`src/rtl/quarter_circle_hit_counter_assert.svh`:
```
// quarter_circle_hit_counter_assert.svh: assertion macros for the hit counter
// used by qchc_ctrl and qchc_dp; expects clk and rst in scope
`ifndef QUARTER_CIRCLE_HIT_COUNTER_ASSERT_SVH
`define QUARTER_CIRCLE_HIT_COUNTER_ASSERT_SVH

// same-cycle implication
`define QCHC_ASSERT_NOW(label, ante, cons) \
  label: assert property (@(posedge clk) disable iff (rst) (ante) |-> (cons)) \
    else $error("qchc assertion failed");

// next-cycle implication
`define QCHC_ASSERT_NEXT(label, ante, cons) \
  label: assert property (@(posedge clk) disable iff (rst) (ante) |=> (cons)) \
    else $error("qchc assertion failed");

`endif

```
`src/rtl/qchc_pkg.sv`:
```
// qchc_pkg: shared types and constants of the quarter circle hit counter
// no dependencies
package qchc_pkg;

  localparam int unsigned WORD_W = 32;
  localparam int unsigned CFG_INDEX_W = 2;

  localparam logic [CFG_INDEX_W-1:0] REG_SEED_VALUE = 2'd0;
  localparam logic [CFG_INDEX_W-1:0] REG_TRIAL_COUNT = 2'd1;

  localparam logic [WORD_W-1:0] GOLDEN_MIX = 32'h9e3779b9;
  localparam logic [WORD_W-1:0] TRIAL_RESET = 32'h0001_0000;

  typedef struct packed {
    logic load;
    logic step;
    logic publish;
  } cmd_t;

  typedef struct packed {
    logic trials_zero;
    logic pipe_busy;
  } status_t;

endpackage

```
`src/rtl/qchc_ctrl.sv`:
```
// qchc_ctrl: request sequencer and result register control
// depends on qchc_pkg and the assertion macro header
`include "quarter_circle_hit_counter_assert.svh"

module qchc_ctrl (
  input  logic              clk,
  input  logic              rst,
  input  logic              req_valid,
  output logic              req_stall,
  output logic              res_valid,
  input  logic              res_stall,
  output qchc_pkg::cmd_t    cmd,
  input  qchc_pkg::status_t status
);

  typedef enum logic [1:0] {
    S_IDLE,
    S_RUN,
    S_DRAIN,
    S_DONE
  } state_t;

  state_t state;
  state_t state_next;
  logic   slot_free;

  assign slot_free   = !res_valid || !res_stall;
  assign req_stall   = (state != S_IDLE);
  assign cmd.load    = (state == S_IDLE) && req_valid;
  assign cmd.step    = (state == S_RUN) && !status.trials_zero;
  assign cmd.publish = (state == S_DONE) && slot_free;

  always_comb begin
    state_next = state;
    case (state)
      S_IDLE:  if (req_valid) state_next = S_RUN;
      S_RUN:   if (status.trials_zero) state_next = S_DRAIN;
      S_DRAIN: if (!status.pipe_busy) state_next = S_DONE;
      S_DONE:  if (slot_free) state_next = S_IDLE;
      default: state_next = S_IDLE;
    endcase
  end

  always_ff @(posedge clk) begin
    if (rst) begin
      state     <= S_IDLE;
      res_valid <= 1'b0;
    end else begin
      state <= state_next;
      if (cmd.publish) begin
        res_valid <= 1'b1;
      end else if (!res_stall) begin
        res_valid <= 1'b0;
      end
    end
  end

  `QCHC_ASSERT_NOW(a_no_overwrite, cmd.publish, !(res_valid && res_stall))
  `QCHC_ASSERT_NEXT(a_accept_runs, req_valid && !req_stall, state == S_RUN)
  `QCHC_ASSERT_NOW(a_idle_pipe_empty, state == S_IDLE, !status.pipe_busy)

endmodule

```
`config.mk`:
```
export PLATFORM = sky130hd
export DESIGN_NAME = qchc_ctrl
export DESIGN_NICKNAME = d
export VERILOG_FILES = /design/src/rtl/qchc_pkg.sv /design/src/rtl/qchc_ctrl.sv
export VERILOG_INCLUDE_DIRS = /design/src /design/src/rtl
export SDC_FILE = /design/constraint.sdc
export NUM_CORES = 1
export LEC_CHECK = 0
export ABC_AREA = 1
export BUFFER_PORTS_ARGS = -buffer_cell sky130_fd_sc_hd__buf_2
export CELL_PAD_IN_SITES_DETAIL_PLACEMENT = 2
export CELL_PAD_IN_SITES_GLOBAL_PLACEMENT = 2
export CORE_AREA = 2 2 39 41
export DETAILED_ROUTE_END_ITERATION = 8
export DIE_AREA = 0 0 41 43
export PLACE_DENSITY_LB_ADDON = 0.1
export SETUP_SLACK_MARGIN = 0.05
export SLEW_MARGIN = 20
export SYNTH_ARGS = -nofsm -noshare
export SYNTH_HDL_FRONTEND = slang
export SYNTH_SLANG_ARGS = --single-unit
```
`constraint.sdc`:
```
create_clock -name clk -period 2.58 [get_ports clk]
set_input_delay 0.129 -clock clk [delete_from_list [all_inputs] [get_ports clk]]
set_output_delay 0.129 -clock clk [all_outputs]
set_load 0.02 [all_outputs]
```
==> flow_summary.ini <==
[sta]
worst_pin_slew_ns = 0.157
finalSetupViolCount = 0
max_slew_margin = 0.895
fin_crit_ns = 1.31
fmax_mhz = 763
min_period_over_period = 0.508
rsz0062_at_grt = false
fin_skew_ns = 0.000714
setup_tns_ns = 0
finalHoldViolCount = 0
finalMaxSlewViolations = 0

[synth]
synth_area_leaders = dfxtp_1, ha_1, inv_1, nand2_1, nand2_2
yosys_most_used_dff = dfxtp_1
synth_edf_count = 0
yosys_warnings = 0
synth_top_cell_by_area = dfxtp_1
synthesis.area_um2 = 244
synth_most_common_cell = inv_1
async_flop_share = 0
synth_fp_nets = 47
ys_ff_latch = 3
synthDistinctLibCells = 9
synth_common_cells = inv_1, nand2_1, nor2_1
synth-seq-area-share = 0.246
postSynthCellCount = 37
synth_top_area_share = 0.246
avgSynthCellArea_um2 = 6.59

[grt]
antenna_found_initial = 0
use_met1 = 0.0825
busiest_layer = met2
overflow = 0
met3_usage = 0.0157
grt_util_all_layers = 0.0880
grt_pass1_vias = 281
grt_pass1_wl_um = 1010
use_met2 = 0.147
grt_max_degree = 5

[cells_and_area]
fin_nets = 62
finalInstanceArea_um2 = 340
n_antenna_cell = 0
fin_util = 0.246
area_growth_pct = 39.5
nFillCells = 173
drive_gt1_frac = 0.353
post_layout_nonfiller_instances = 67

[critical_path]
path_delay_family = flip-flops
worstPathRequired_ns = 2.45
arrival_ns = 1.18
critPathMaxStageDelay_ns = 0.37
crit_buf_inv = 3
crit_chain = inv_1 -> ha_1 -> nand2_1 -> inv_1 -> buf_2
critPathSlowestCell = dfxtp_1
worstSetupStartpointType = register
setup.worst_path.end_class = output pin
path_class = register to output pin
crit_top_cell = inv_1
cp_max_fo = 4

[power_and_ir_drop]
p_leak_nw = 0.214
powerDensity_nw_per_um2 = 1210
ir_drop_mv = 0.289

[cts]
cts_resized = 0
tritoncts = done
htreeDepth = 1
max-clock-path-buffers = 2
cts_setup_buffers = 0
cts_sinks = 3
insertion_delay_ns = 0.23
numCtsBuffers = 3
root_buffer = clkbuf_4
clk_pin_slew_ns = 0.04
hold_buffers = 0

[die]
num_rows = 14
io_pins = 11
die_w_um = 41
coreArea_um2 = 1380
start_util = 0.176
die_y_um = 43
die_area_um2 = 1760

[drt]
totalWireLength_um = 588
remaining_drc_errors = 0
postRouteAntennaNets = 0
vias_per_cell = 3.82
dr.pass1.iters = 2
drt_iter0_markers = 1
wl_per_cell_um = 8.78
via_count = 256

[worst_hold_path]
hold_class = input port to register

[place]
dp_cells = 63
gp_congestion = 0.652
io_buffer_count = 10
placed_area_um2 = 314
dpl.hpwl_um = 505

[job]
maxCapViolCount = 0

[status]
status = complete, no violations
## power breakdown
| group | switching, mW | internal (mW) | total (mW) | leakage [nW] |
|---|---|---|---|---|
| Clock | 0.0240 | 0.0579 | 0.0820 | 0.0150 |
| Sequential | 0.0201 | 0.0660 | 0.0860 | 0.0248 |
| Combinational | 0.152 | 0.0914 | 0.244 | 0.174 |
## layout make-up
cell class / count / area (um^2) / share of cell area
flip-flops and latches: 3 / 60.1 / 0.176
repair buffers: 10 / 50.0 / 0.147
multi-input cells: 24 / 146 / 0.430
clock buffers: 4 / 26.3 / 0.0772
well taps: 16 / 20.0 / 0.0588
inverters: 10 / 37.5 / 0.110
## worst paths after layout
check / startpoint / endpoint / slack (ns) / cells after the start
max: state[0] / cmd[2] / 1.27 / 5
min: rst / res_valid / 0.07 / 2
max reg2reg: state[0] / state[1] / 1.33 / 8
min reg2reg: res_valid / res_valid / 0.48 / 2
## logic make-up after synthesis
kind of cell	Yosys count	synth area share
fa+ha+maj	4	0.205
buf+inv	10	0.154
flops	3	0.246
simple gates	18	0.354
compound gates	2	0.0410
## layer usage
layer,up-vias,share of wire
li1,132,-
met3,0,0.051
met4,0,0
met1,118,0.38
met5,-,0
met2,6,0.57
## worst register-to-register path, delay by kind of cell (launching register included)
| kind | cells | cell delay, ns |
|---|---|---|
| AND/OR/NAND/NOR | 6 | 0.45 |
| buffers and inverters | 1 | 0.08 |
| adder cells (fa/ha/maj) | 1 | 0.25 |
| flip-flops | 1 | 0.37 |
## metrics by stage
step	hold WS (ns)	setup slack (ns)	total power [mW]
final	0.0651	1.27	0.412
after detailed placement	0.311	1.30	0.340
after global placement	0.303	1.32	0.331
after floorplan	0.198	1.45	0.268
after global routing	0.0775	1.15	0.466
after CTS	0.0630	1.24	0.427
## cell usage in the layout (no fill, tap or decap)
master,instances
clkbuf_4,3
nand2_2,4
nor2_1,5
nor2_4,1
buf_2,10
a21oi_1,2
nand2_1,7
ha_1,4
dfxtp_1,3
clkbuf_1,1
inv_1,10
nand3_1,1
## sequential cells by signal, indices dropped and copies added (netlist names)
signal     flops
res_valid      1
state          2
No activity file was read; power rests on OpenSTA's default activity.
